### config.mk
export PLATFORM = sky130hd
export DESIGN_NAME = onewire_rom_search_engine_core
export DESIGN_NICKNAME = d
export VERILOG_FILES = /design/src/hw/rtl/ors_pkg.sv /design/src/hw/rtl/ors_front.sv /design/src/hw/rtl/ors_queue.sv /design/src/hw/rtl/ors_back.sv /design/src/hw/rtl/onewire_rom_search_engine_core.sv
export SDC_FILE = /design/constraint.sdc
export NUM_CORES = 1
export LEC_CHECK = 0
export BUFFER_PORTS_ARGS = -buffer_cell sky130_fd_sc_hd__buf_4
export CAP_MARGIN = 15
export CORE_ASPECT_RATIO = 1.4
export CORE_UTILIZATION = 60
export CTS_CLUSTER_SIZE = 25
export DETAILED_ROUTE_END_ITERATION = 16
export GPL_ROUTABILITY_DRIVEN = 0
export PLACE_DENSITY_LB_ADDON = 0.2
export SETUP_SLACK_MARGIN = 0.4
export SYNTH_ARGS = -nofsm -noshare
export SYNTH_HDL_FRONTEND = slang
export SYNTH_HIERARCHICAL = 1
export SYNTH_SLANG_ARGS = --single-unit
export TNS_END_PERCENT = 5
### constraint.sdc
create_clock -name clk -period 5.62 [get_ports clk]
set_input_delay 0 -clock clk [delete_from_list [all_inputs] [get_ports clk]]
set_output_delay 0 -clock clk [all_outputs]
set_load 0.01 [all_outputs]
### src/hw/rtl/ors_pkg.sv
// Shared types and constants for the 1-Wire ROM search engine.
`timescale 1ns / 1ps
package ors_pkg;

  localparam int unsigned ROM_BITS     = 64;
  localparam int unsigned POS_W        = 7;
  localparam int unsigned ROM_IDX_W    = 6;
  localparam int unsigned QUEUE_DEPTH  = 2;
  localparam int unsigned QPTR_W       = $clog2(QUEUE_DEPTH);
  localparam int unsigned QCNT_W       = $clog2(QUEUE_DEPTH + 1);

  localparam logic [7:0] CMD_SEARCH    = 8'hF0;
  localparam logic [7:0] CMD_ALARM     = 8'hEC;
  localparam logic [POS_W-1:0] FAMILY_LIMIT = 7'd9;
  localparam logic [POS_W-1:0] LAST_POS     = 7'd64;
  localparam logic [7:0] CRC_POLY      = 8'h8C;

  localparam logic [1:0] KIND_BEGIN    = 2'd0;
  localparam logic [1:0] KIND_BIT      = 2'd1;
  localparam logic [1:0] KIND_RESTART  = 2'd2;

  typedef enum logic [3:0] {
    ST_STARTED     = 4'd0,
    ST_BIT_OK      = 4'd1,
    ST_FOUND       = 4'd2,
    ST_LAST        = 4'd3,
    ST_NONE        = 4'd4,
    ST_CRC_ERR     = 4'd5,
    ST_NO_PRESENCE = 4'd6,
    ST_LINE_LOW    = 4'd7,
    ST_IGNORED     = 4'd8
  } status_t;

  typedef enum logic [2:0] {
    OP_BEGIN_OK     = 3'd0,
    OP_BEGIN_FAIL   = 3'd1,
    OP_BIT_NONE     = 3'd2,
    OP_BIT_CONFLICT = 3'd3,
    OP_BIT_DATA     = 3'd4,
    OP_RESTART      = 3'd5,
    OP_IGNORE       = 3'd6
  } op_t;

  typedef struct packed {
    op_t        op;
    status_t    code;
    logic [7:0] cmd_byte;
    logic       data_bit;
  } cmd_t;

endpackage

### src/hw/rtl/ors_front.sv
// Front end: decodes each input word into a classified command.
`timescale 1ns / 1ps
module ors_front
  import ors_pkg::*;
(
  input  logic [1:0] kind,
  input  logic       alarm_search,
  input  logic       line_high,
  input  logic       presence_seen,
  input  logic       id_bit,
  input  logic       complement_bit,
  output cmd_t       cmd
);

  always_comb begin
    cmd.op       = OP_IGNORE;
    cmd.code     = ST_IGNORED;
    cmd.cmd_byte = 8'h00;
    cmd.data_bit = id_bit;
    unique case (kind)
      KIND_BEGIN: begin
        if (!line_high) begin
          cmd.op   = OP_BEGIN_FAIL;
          cmd.code = ST_LINE_LOW;
        end else if (!presence_seen) begin
          cmd.op   = OP_BEGIN_FAIL;
          cmd.code = ST_NO_PRESENCE;
        end else begin
          cmd.op       = OP_BEGIN_OK;
          cmd.code     = ST_STARTED;
          cmd.cmd_byte = alarm_search ? CMD_ALARM : CMD_SEARCH;
        end
      end
      KIND_BIT: begin
        if (id_bit && complement_bit) begin
          cmd.op = OP_BIT_NONE;
        end else if (!id_bit && !complement_bit) begin
          cmd.op = OP_BIT_CONFLICT;
        end else begin
          cmd.op = OP_BIT_DATA;
        end
      end
      KIND_RESTART: begin
        cmd.op = OP_RESTART;
      end
      default: begin
        cmd.op = OP_IGNORE;
      end
    endcase
  end

endmodule

### src/hw/rtl/ors_queue.sv
// Short command queue between the front end and the search back end.
`timescale 1ns / 1ps
module ors_queue
  import ors_pkg::*;
(
  input  logic clk,
  input  logic rst,
  input  logic wr_en,
  input  cmd_t wr_data,
  output logic full,
  input  logic rd_en,
  output logic rd_valid,
  output cmd_t rd_data
);

  cmd_t              entries [QUEUE_DEPTH];
  logic [QPTR_W-1:0] wr_ptr;
  logic [QPTR_W-1:0] rd_ptr;
  logic [QCNT_W-1:0] count;
  logic              do_wr;
  logic              do_rd;

  assign full     = (count == QCNT_W'(QUEUE_DEPTH));
  assign rd_valid = (count != '0);
  assign rd_data  = entries[rd_ptr];
  assign do_wr    = wr_en && !full;
  assign do_rd    = rd_en && rd_valid;

  always_ff @(posedge clk) begin
    if (do_wr) begin
      entries[wr_ptr] <= wr_data;
    end
  end

  always_ff @(posedge clk) begin
    if (rst) begin
      wr_ptr <= '0;
      rd_ptr <= '0;
      count  <= '0;
    end else begin
      if (do_wr) begin
        wr_ptr <= (wr_ptr == QPTR_W'(QUEUE_DEPTH - 1)) ? '0 : wr_ptr + QPTR_W'(1);
      end
      if (do_rd) begin
        rd_ptr <= (rd_ptr == QPTR_W'(QUEUE_DEPTH - 1)) ? '0 : rd_ptr + QPTR_W'(1);
      end
      if (do_wr && !do_rd) begin
        count <= count + QCNT_W'(1);
      end else if (do_rd && !do_wr) begin
        count <= count - QCNT_W'(1);
      end
    end
  end

  a_count_bound: assert property (@(posedge clk) disable iff (rst)
    count <= QCNT_W'(QUEUE_DEPTH))
    else $error("Command queue count exceeds its depth.");

  a_read_drains: assert property (@(posedge clk) disable iff (rst)
    (do_rd && !do_wr) |=> (count == $past(count) - QCNT_W'(1)))
    else $error("Command queue count did not drop after a read.");

  a_ptr_gap: assert property (@(posedge clk) disable iff (rst)
    QPTR_W'(wr_ptr - rd_ptr) == QPTR_W'(count))
    else $error("Command queue pointers disagree with its count.");

endmodule

### src/hw/rtl/ors_back.sv
// Back end: runs the search state for each command and holds the result word.
`timescale 1ns / 1ps
module ors_back
  import ors_pkg::*;
#(
  parameter logic [3:0] CNT_LIMIT = 4'd15
) (
  input  logic                clk,
  input  logic                rst,
  input  logic                cmd_valid,
  input  cmd_t                cmd,
  output logic                cmd_take,
  input  logic                pop,
  output logic                empty,
  output logic [3:0]          status,
  output logic [7:0]          command_byte,
  output logic                write_bit,
  output logic [ROM_BITS-1:0] rom_id,
  output logic [3:0]          device_index,
  output logic [3:0]          family_discrepancy
);

  logic [POS_W-1:0]    last_discrepancy, last_discrepancy_next;
  logic [POS_W-1:0]    zero_pick_pos, zero_pick_pos_next;
  logic [3:0]          family_disc_position, family_disc_position_next;
  logic [POS_W-1:0]    bit_position, bit_position_next;
  logic [ROM_BITS-1:0] current_rom, current_rom_next;
  logic [ROM_BITS-1:0] previous_rom, previous_rom_next;
  logic [7:0]          running_crc, running_crc_next;
  logic [3:0]          device_counter, device_counter_next;
  logic                pass_active, pass_active_next;

  logic                out_valid;
  status_t             res_status;
  logic [7:0]          res_cmd;
  logic                res_wbit;
  logic [ROM_BITS-1:0] res_rom;
  logic [3:0]          res_idx;
  logic [3:0]          res_fam;

  logic [POS_W-1:0]     pos;
  logic [ROM_IDX_W-1:0] pos_m1;
  logic                 dir;
  logic [ROM_BITS-1:0]  rom_upd;
  logic [7:0]           crc_upd;
  logic [POS_W-1:0]     lzp_upd;
  logic [3:0]           fdp_upd;
  logic                 do_clear;

  function automatic logic [7:0] crc_bit(input logic [7:0] crc, input logic b);
    logic [7:0] sh;
    sh = {1'b0, crc[7:1]};
    return (crc[0] ^ b) ? (sh ^ CRC_POLY) : sh;
  endfunction

  assign cmd_take = cmd_valid && (!out_valid || pop);
  assign empty    = !out_valid;

  always_comb begin
    pos = ((bit_position == '0) || (bit_position > LAST_POS)) ? POS_W'(1) : bit_position;
    pos_m1 = ROM_IDX_W'(pos - POS_W'(1));

    if (cmd.op == OP_BIT_CONFLICT) begin
      if (pos < last_discrepancy) begin
        dir = previous_rom[pos_m1];
      end else begin
        dir = (pos == last_discrepancy);
      end
    end else begin
      dir = cmd.data_bit;
    end

    lzp_upd = zero_pick_pos;
    fdp_upd = family_disc_position;
    if ((cmd.op == OP_BIT_CONFLICT) && !dir) begin
      lzp_upd = pos;
      if (pos < FAMILY_LIMIT) begin
        fdp_upd = 4'(pos);
      end
    end

    rom_upd         = current_rom;
    rom_upd[pos_m1] = dir;
    crc_upd         = crc_bit(running_crc, dir);
  end

  always_comb begin
    last_discrepancy_next     = last_discrepancy;
    zero_pick_pos_next        = zero_pick_pos;
    family_disc_position_next = family_disc_position;
    bit_position_next         = bit_position;
    current_rom_next          = current_rom;
    previous_rom_next         = previous_rom;
    running_crc_next          = running_crc;
    device_counter_next       = device_counter;
    pass_active_next          = pass_active;
    do_clear                  = 1'b0;

    res_status = ST_IGNORED;
    res_cmd    = 8'h00;
    res_wbit   = 1'b0;
    res_rom    = '0;
    res_idx    = device_counter;
    res_fam    = family_disc_position;

    unique case (cmd.op)
      OP_BEGIN_OK: begin
        pass_active_next   = 1'b1;
        zero_pick_pos_next = '0;
        bit_position_next  = POS_W'(1);
        running_crc_next   = '0;
        current_rom_next   = '0;
        res_status         = ST_STARTED;
        res_cmd            = cmd.cmd_byte;
      end
      OP_BEGIN_FAIL: begin
        do_clear   = 1'b1;
        res_status = cmd.code;
        res_idx    = '0;
        res_fam    = '0;
      end
      OP_BIT_NONE: begin
        if (pass_active) begin
          do_clear   = 1'b1;
          res_status = ST_NONE;
          res_idx    = '0;
          res_fam    = '0;
        end
      end
      OP_BIT_CONFLICT, OP_BIT_DATA: begin
        if (pass_active) begin
          zero_pick_pos_next        = lzp_upd;
          family_disc_position_next = fdp_upd;
          current_rom_next          = rom_upd;
          running_crc_next          = crc_upd;
          res_wbit                  = dir;
          res_rom                   = rom_upd;
          res_fam                   = fdp_upd;
          if (pos < LAST_POS) begin
            bit_position_next = pos + POS_W'(1);
            res_status        = ST_BIT_OK;
          end else if (crc_upd != '0) begin
            do_clear   = 1'b1;
            res_status = ST_CRC_ERR;
          end else begin
            last_discrepancy_next = lzp_upd;
            previous_rom_next     = rom_upd;
            pass_active_next      = 1'b0;
            bit_position_next     = POS_W'(1);
            running_crc_next      = '0;
            zero_pick_pos_next    = '0;
            if (lzp_upd == '0) begin
              do_clear   = 1'b1;
              res_status = ST_LAST;
            end else begin
              res_status = ST_FOUND;
              if (device_counter < CNT_LIMIT) begin
                device_counter_next = device_counter + 4'd1;
              end
            end
          end
        end
      end
      OP_RESTART: begin
        do_clear = 1'b1;
        res_idx  = '0;
        res_fam  = '0;
      end
      OP_IGNORE: begin
        res_status = ST_IGNORED;
      end
      default: begin
        res_status = ST_IGNORED;
      end
    endcase

    if (do_clear) begin
      last_discrepancy_next     = '0;
      zero_pick_pos_next        = '0;
      family_disc_position_next = '0;
      bit_position_next         = POS_W'(1);
      current_rom_next          = '0;
      previous_rom_next         = '0;
      running_crc_next          = '0;
      device_counter_next       = '0;
      pass_active_next          = 1'b0;
    end
  end

  always_ff @(posedge clk) begin
    if (rst) begin
      last_discrepancy     <= '0;
      zero_pick_pos        <= '0;
      family_disc_position <= '0;
      bit_position         <= POS_W'(1);
      current_rom          <= '0;
      previous_rom         <= '0;
      running_crc          <= '0;
      device_counter       <= '0;
      pass_active          <= 1'b0;
      out_valid            <= 1'b0;
    end else begin
      if (cmd_take) begin
        last_discrepancy     <= last_discrepancy_next;
        zero_pick_pos        <= zero_pick_pos_next;
        family_disc_position <= family_disc_position_next;
        bit_position         <= bit_position_next;
        current_rom          <= current_rom_next;
        previous_rom         <= previous_rom_next;
        running_crc          <= running_crc_next;
        device_counter       <= device_counter_next;
        pass_active          <= pass_active_next;
        out_valid            <= 1'b1;
      end else if (pop) begin
        out_valid <= 1'b0;
      end
    end
  end

  always_ff @(posedge clk) begin
    if (cmd_take) begin
      status             <= res_status;
      command_byte       <= res_cmd;
      write_bit          <= res_wbit;
      rom_id             <= res_rom;
      device_index       <= res_idx;
      family_discrepancy <= res_fam;
    end
  end

  a_pos_range: assert property (@(posedge clk) disable iff (rst)
    (bit_position >= POS_W'(1)) && (bit_position <= LAST_POS))
    else $error("Bit position left the range of ROM bits.");

  a_idle_pos: assert property (@(posedge clk) disable iff (rst)
    !pass_active |-> (bit_position == POS_W'(1)))
    else $error("Bit position not rewound while no pass is active.");

  a_counter_limit: assert property (@(posedge clk) disable iff (rst)
    device_counter <= CNT_LIMIT)
    else $error("Device counter passed its limit.");

  a_family_range: assert property (@(posedge clk) disable iff (rst)
    family_disc_position < 4'(FAMILY_LIMIT))
    else $error("Family discrepancy outside the family code bits.");

  a_found_advances: assert property (@(posedge clk) disable iff (rst)
    (cmd_take && (res_status == ST_FOUND) && (device_counter < CNT_LIMIT))
      |=> (device_counter == $past(device_counter) + 4'd1))
    else $error("Device counter did not advance after a found device.");

endmodule

### src/hw/rtl/onewire_rom_search_engine_core.sv
// A pushed word passes the command queue, then the result register; the two-entry queue and
// the result register let each side stall on its own. Throughput: one word per cycle in both
// directions; the back end retires one command per cycle when its result slot is free or popped.
// Reset (rst, synchronous, active high) empties the queue and the result register and clears
// the search state, with the bit position back at one; no memory sweep is needed.
`timescale 1ns / 1ps
module onewire_rom_search_engine_core
  import ors_pkg::*;
#(
  parameter int unsigned MAX_DEVICES = 16
) (
  input  logic                clk,
  input  logic                rst,
  input  logic                push,
  output logic                full,
  input  logic [1:0]          kind,
  input  logic                alarm_search,
  input  logic                line_high,
  input  logic                presence_seen,
  input  logic                id_bit,
  input  logic                complement_bit,
  input  logic                pop,
  output logic                empty,
  output logic [3:0]          status,
  output logic [7:0]          command_byte,
  output logic                write_bit,
  output logic [ROM_BITS-1:0] rom_id,
  output logic [3:0]          device_index,
  output logic [3:0]          family_discrepancy
);

  localparam int unsigned LIMIT_RAW = (MAX_DEVICES > 1) ? (MAX_DEVICES - 1) : 0;
  localparam logic [3:0]  CNT_LIMIT = (LIMIT_RAW > 15) ? 4'd15 : 4'(LIMIT_RAW);

  cmd_t front_cmd;
  cmd_t head_cmd;
  logic head_valid;
  logic head_take;

  ors_front u_front (
    .kind           (kind),
    .alarm_search   (alarm_search),
    .line_high      (line_high),
    .presence_seen  (presence_seen),
    .id_bit         (id_bit),
    .complement_bit (complement_bit),
    .cmd            (front_cmd)
  );

  ors_queue u_queue (
    .clk      (clk),
    .rst      (rst),
    .wr_en    (push),
    .wr_data  (front_cmd),
    .full     (full),
    .rd_en    (head_take),
    .rd_valid (head_valid),
    .rd_data  (head_cmd)
  );

  ors_back #(
    .CNT_LIMIT (CNT_LIMIT)
  ) u_back (
    .clk                (clk),
    .rst                (rst),
    .cmd_valid          (head_valid),
    .cmd                (head_cmd),
    .cmd_take           (head_take),
    .pop                (pop),
    .empty              (empty),
    .status             (status),
    .command_byte       (command_byte),
    .write_bit          (write_bit),
    .rom_id             (rom_id),
    .device_index       (device_index),
    .family_discrepancy (family_discrepancy)
  );

endmodule
==> flow_metrics.tcl, run 1 <==
set metrics [dict create \
    status "completed" \
    grt.overflow.total 0 \
    yosys.area.top_type "edfxtp_1" \
    yosys_warnings 6 \
    pin_count 98 \
    synth_area_um2 12900 \
    syn_inst 1330 \
    clk_transition_reported_paths_ns 0.07 \
    synth_edf_count 117 \
    async_flop_share_pct 0 \
    final_cell_area_um2 14900 \
    slew_violations 0 \
    grt_pass1_vias 9744 \
    diodes 0 \
    wirelength_mm 31.6 \
    worstPathCellList "or4_4 > o21ai_4 > and2_2 > inv_4 > ha_4 > xor2_1 > buf_4 > mux4_2 > a222oi_1 > nor3_1 > nor3_2 > buf_4 > a311oi_2 > a21oi_4 > buf_12 > a41oi_1 > a211oi_1" \
    wire_per_inst_um 18.7 \
    area_growth_pct 15.5 \
    synth_ff_type "dfxtp_1" \
    final_layout_size_suffix_gt1_share_pct 16.9 \
    die_area_um2 22200 \
    worst_path_max_delay_cell "or4_4" \
    core_region_area_um2 21200 \
    antenna_left 0 \
    drcViolationCount 0 \
    drt_pass1_iterations 6 \
    cts_tree "built" \
    place_hpwl_mm 20.7 \
    hold_violations 0 \
    antenna_found_initial 0 \
    drt_iter0_markers 1021 \
    path_max_fanout 31 \
    holdCritPathClass "in2reg" \
    power_density_nw_per_um2 404 \
    clk_path_buf_depth 3 \
    nNetsFinal 1434 \
    die_w_um 126 \
    cap_violations 0 \
    cp_top_family "compound AO/OA/AOI/OAI gates" \
    finalSetupTns_ns 0 \
    cp-start-kind "flip-flop" \
    synth_commonest_cells "205 x nand2_1, 172 x dfxtp_1, 137 x nor2_1, 117 x edfxtp_1, 90 x a21oi_1" \
    total_power_mw 6.04 \
    clk_latency_ns 0.54 \
    synth_most_common_cell "nand2_1" \
    worst_pin_slew_ns 1.13 \
    synth_seq_cells 289 \
    fin_ws_ns 0.691 \
    cp_slowest_stage_delay_ns 0.63 \
    post_dp_cell_area_um2 13900 \
    peakVddDrop_mv 0.477 \
    initial_utilization_pct 61.1 \
    fin_crit_sh_pct 87.7 \
    slew_headroom_pct 24.5 \
    seq_area_frac_synth_pct 53.7 \
    period_minus_slack_ns 4.93 \
    htreeDepth 1 \
    yosysTopAreaCellShare_pct 27.1 \
    fp-row-count 63 \
    pre_cts_ws_ns 0.141 \
    grt_max_degree 86 \
    io_buffers 97 \
    die_h_um 176 \
    cts_root_buffer "clkbuf_16" \
    avgSynthCellArea_um2 9.74 \
    fmax_mhz 203 \
    crit_path_end_kind "flip-flop" \
    numCtsBuffers 27 \
    path_buf_inv 4 \
    groute.usage.overall_pct 28.4 \
    synth_cell_types 76 \
    finalSetupViolations 0 \
    cp_common_cell "buf_4" \
    grt_pass1_wl_mm 50.5 \
    rsz0062_at_grt "false" \
    worst_ep_arrival_time_ns 5.37 \
    cts_sinks 289 \
    crit_type "reg2reg" \
    routed-via-count 10100 \
    p_leak_nw 5.50 \
    required_ns 6.06 \
    synth_top_cells_by_area "edfxtp_1 27%, dfxtp_1 27%, nand2_1 5.9%" \
    via_per_inst 5.95 \
    skew_ns 0.0113 \
]
[worst paths after layout]
kind	from	end	slack (ns)	cells after the start
hold reg to reg	u_back/previous_rom[34]	u_back/previous_rom[34]	0.45	2
setup reg to reg	u_back/bit_position[0]	u_back/device_counter[3]	0.69	17
hold / removal	id_bit	u_queue/entries[0][0]	0.21	2
setup / recovery	u_back/bit_position[0]	u_back/device_counter[3]	0.69	17
[layer usage]
metal,GRT usage [%],routed length [um],up-vias
li1,-,-,4777
met1,34.7,12600,4817
met2,50.3,16200,389
met3,3.50,1680,86
met4,11.7,1160,0
met5,0,0,-
[cell families (layout without fill, tap and decap cells)]
logic type	Yosys count	count (layout)	synth area share [%]
compound gates	261	261	12.3
xor+xnor	11	11	0.802
fa+ha+maj	12	12	1.16
buf+inv	123	224	4.16
flops	289	289	53.7
mux	111	111	9.23
other cells	1	2	0.0290
simple gates	522	522	18.6
[power breakdown]
group | leakage [nW] | total, mW | internal (mW) | switching [mW]
clock network | 0.429 | 1.76 | 0.987 | 0.770
registers | 2.53 | 2.70 | 2.58 | 0.121
logic | 2.55 | 1.58 | 0.598 | 0.981
[cell type report]
cell class,instances,area [um^2]
tap,260,325
clock buffer,37,756
fill,1580,6250
inverter,34,131
timing repair buffer,140,1130
multi-input combinational,919,5550
sequential,289,6960
clock inverter,13,92.6
[flip-flops by register name, indices dropped and copies added (netlist names), 8 cells and up, named ones only]
signal and cells:
u_back/running_crc 8, u_back/current_rom 64, u_queue/entries 32, u_back/rom_id 64
u_back/command_byte 8, u_back/previous_rom 64
[placed cells by master, fill, tap and decap left out, types with 4 or more instances in the layout]
master and instances:
a21oi_1 90, a222oi_1 4, a22o_1 4, a22oi_1 17
a31oi_1 6, and2_1 18, and3_1 5, buf_12 4
buf_4 124, clkbuf_1 6, clkbuf_16 28, clkinv_2 8
dfxtp_1 170, dlygate4sd3_1 12, edfxtp_1 117, ha_1 10
inv_1 34, mux2_2 37, mux2i_1 71, nand2_1 204
nand2b_1 72, nand3_1 23, nand4_1 4, nor2_1 136
nor2b_1 8, nor3_1 9, nor4_1 8, o211ai_1 4
o21ai_0 88, o21ai_1 7, or3_1 7, or4_1 4
xnor2_1 5, xor2_1 4
[stage by stage]
stage,utilization [%],cells,hold slack [ns]
2_1_floorplan,-,1331,0.0691
5_1_grt,70.5,1692,0.196
3_3_place_gp,65.7,1630,0.201
4_1_cts,70.3,1692,0.185
6_report,70.5,1692,0.212
3_5_place_dp,65.7,1630,0.205
[timing repair]
item,CTS,global route
setup buffers,0,0
hold buffers,12,0
setup endpoints to repair,190,230
gates resized for setup,1,11
hold endpoints to repair,69,0
pin swaps,0,2
Note: power is estimated with default switching activity, not from simulation.
==> run 2: changes to the inputs <==
MAX_ROUTING_LAYER = met4   (was not set)
==> flow_metrics.tcl, run 2 (same netlist as run 1, synthesis figures left out) <==
set metrics [dict create \
    status "completed" \
    rsz0062_at_grt "false" \
    worst_ep_arrival_time_ns 5.15 \
    drcViolationCount 0 \
    crit_path_end_kind "flip-flop" \
    cp_slowest_stage_delay_ns 0.63 \
    wirelength_mm 31.7 \
    grt.overflow.total 0 \
    wire_per_inst_um 18.7 \
    hold_depth 2 \
    initial_utilization_pct 61.1 \
    skew_ns 0.0119 \
    top_layer "met4" \
    total_power_mw 6.04 \
    required_ns 5.85 \
    area_growth_pct 15.5 \
    nNetsFinal 1434 \
    cts_tree "built" \
    reg.largest.list "u_back/current_rom: 64 flops, u_back/previous_rom: 64 flops, u_back/rom_id: 64 flops" \
    cts_sinks 289 \
    slew_violations 0 \
    r2r_setup_slack_ns 0.70 \
    io_buffers 97 \
    fp-row-count 63 \
    post_cts_buffers 0 \
    hold_violations 0 \
    crit_type "reg2reg" \
    wl_met2_mm 16.3 \
    clk_path_buf_depth 3 \
    die_w_um 126 \
    die_h_um 176 \
    p_leak_nw 5.50 \
    core_region_area_um2 21200 \
    grt_pass1_wl_mm 50.5 \
    worstPathCellList "or4_4 > o21ai_4 > and2_2 > inv_4 > ha_4 > xor2_1 > buf_4 > mux4_2 > a222oi_1 > nor3_1 > nor3_2 > buf_4 > a311oi_2 > and2_1 > nor3_1 > o21ai_0" \
    cp-start-kind "flip-flop" \
    timing.rr.start "u_back/bit_position[0]" \
    path_max_fanout 15 \
    final_layout_size_suffix_gt1_share_pct 16.9 \
    min_to "u_queue/entries[0][0]" \
    antenna_left 0 \
    fin_crit_sh_pct 87.6 \
    drt_iter0_markers 1041 \
    wl_met1_mm 12.7 \
    numCtsBuffers 27 \
    routed-wl-met3_mm 1.62 \
    groute.usage.overall_pct 29.3 \
    place_hpwl_mm 20.7 \
    htreeDepth 1 \
    fmax_mhz 203 \
    worst_path_max_delay_cell "or4_4" \
    die_area_um2 22200 \
    final_cell_area_um2 14900 \
    r2r_cells 16 \
    grt_max_degree 86 \
    worst_pin_slew_ns 1.14 \
    post_dp_cell_area_um2 13900 \
    finalSetupTns_ns 0 \
    drt_pass1_iterations 6 \
    final_cell_mix "204 x nand2_1, 170 x dfxtp_1, 136 x nor2_1, 124 x buf_4, 117 x edfxtp_1" \
    pin_count 98 \
    cts_root_buffer "clkbuf_16" \
    grt_pass1_vias 9720 \
    antenna_found_initial 0 \
    holdCritPathClass "in2reg" \
    final_common_cell "nand2_1" \
    holdCritStartpoint "id_bit" \
    clk_transition_reported_paths_ns 0.06 \
    cap_violations 0 \
    finalSetupViolations 0 \
    power_density_nw_per_um2 404 \
    r2r_end "u_back/status[0]" \
    slew_headroom_pct 24.0 \
    clk_latency_ns 0.54 \
    routed-via-count 10000 \
    peakVddDrop_mv 0.477 \
    period_minus_slack_ns 4.92 \
    diodes 0 \
    via_per_inst 5.94 \
]
run 2: cell counts in the layout (fill, tap and decap cells not counted):
No cell type changed its count.
run 2: layer usage:
metal	vias up	track usage (%)
li1	4778	-
met1	4836	34.8
met2	351	50.4
met3	78	3.62
met4	0	11.6
met5	-	-
run 2: repair_timing:
item	4_1_cts	5_1_grt
setup endpoints to repair	190	230
endpoints found under the hold margin	69	0
resized for setup	1	11
pin swaps	0	2
hold buffers	12	0
run 2: stage by stage:
step / hold WS, ns / cells / utilization (%) / setup WS, ns
2_1_floorplan: 0.0691 / 1331 / - / 0.773
3_3_place_gp: 0.201 / 1630 / 65.7 / 0.365
3_5_place_dp: 0.205 / 1630 / 65.7 / 0.141
4_1_cts: 0.185 / 1692 / 70.3 / 0.332
5_1_grt: 0.193 / 1692 / 70.5 / 0.433
6_report: 0.213 / 1692 / 70.5 / 0.699
run 2: how the worst max path moves through the flow:
stage,start,to,depth (start not counted)
2_1_floorplan,u_back/bit_position[0],u_back/family_disc_position[0],19
3_3_place_gp,u_back/bit_position[2],u_back/family_disc_position[0],16
3_5_place_dp,u_back/bit_position[2],u_back/family_disc_position[2],16
4_1_cts,u_back/bit_position[2],u_back/family_disc_position[3],16
5_1_grt,u_back/bit_position[0],u_back/device_counter[3],17
6_report,u_back/bit_position[0],u_back/status[0],16
run 2: critical path, delay by kind of cell, from the launching register on:
kind	cells	cell delay, ns
compound gates	4	0.95
simple gates	6	1.78
fa+ha+maj	1	0.24
mux	1	0.52
flops	1	0.41
buf+inv	3	0.57
xor+xnor	1	0.15
run 2: layout make-up:
cell class                      instances  area [um^2]
Sequential cell                       289         6960
Fill cell                            1580         6250
Multi-Input combinational cell        919         5550
Timing Repair Buffer                  140         1130
Clock buffer                           37          756
Tap cell                              260          325
Inverter                               34          131
Clock inverter                         13         92.6
run 2: where the power goes:
group          internal (mW)  leakage, nW  switching [mW]
Sequential              2.58         2.53           0.120
Clock                  0.987        0.429           0.770
Combinational          0.598         2.55           0.984
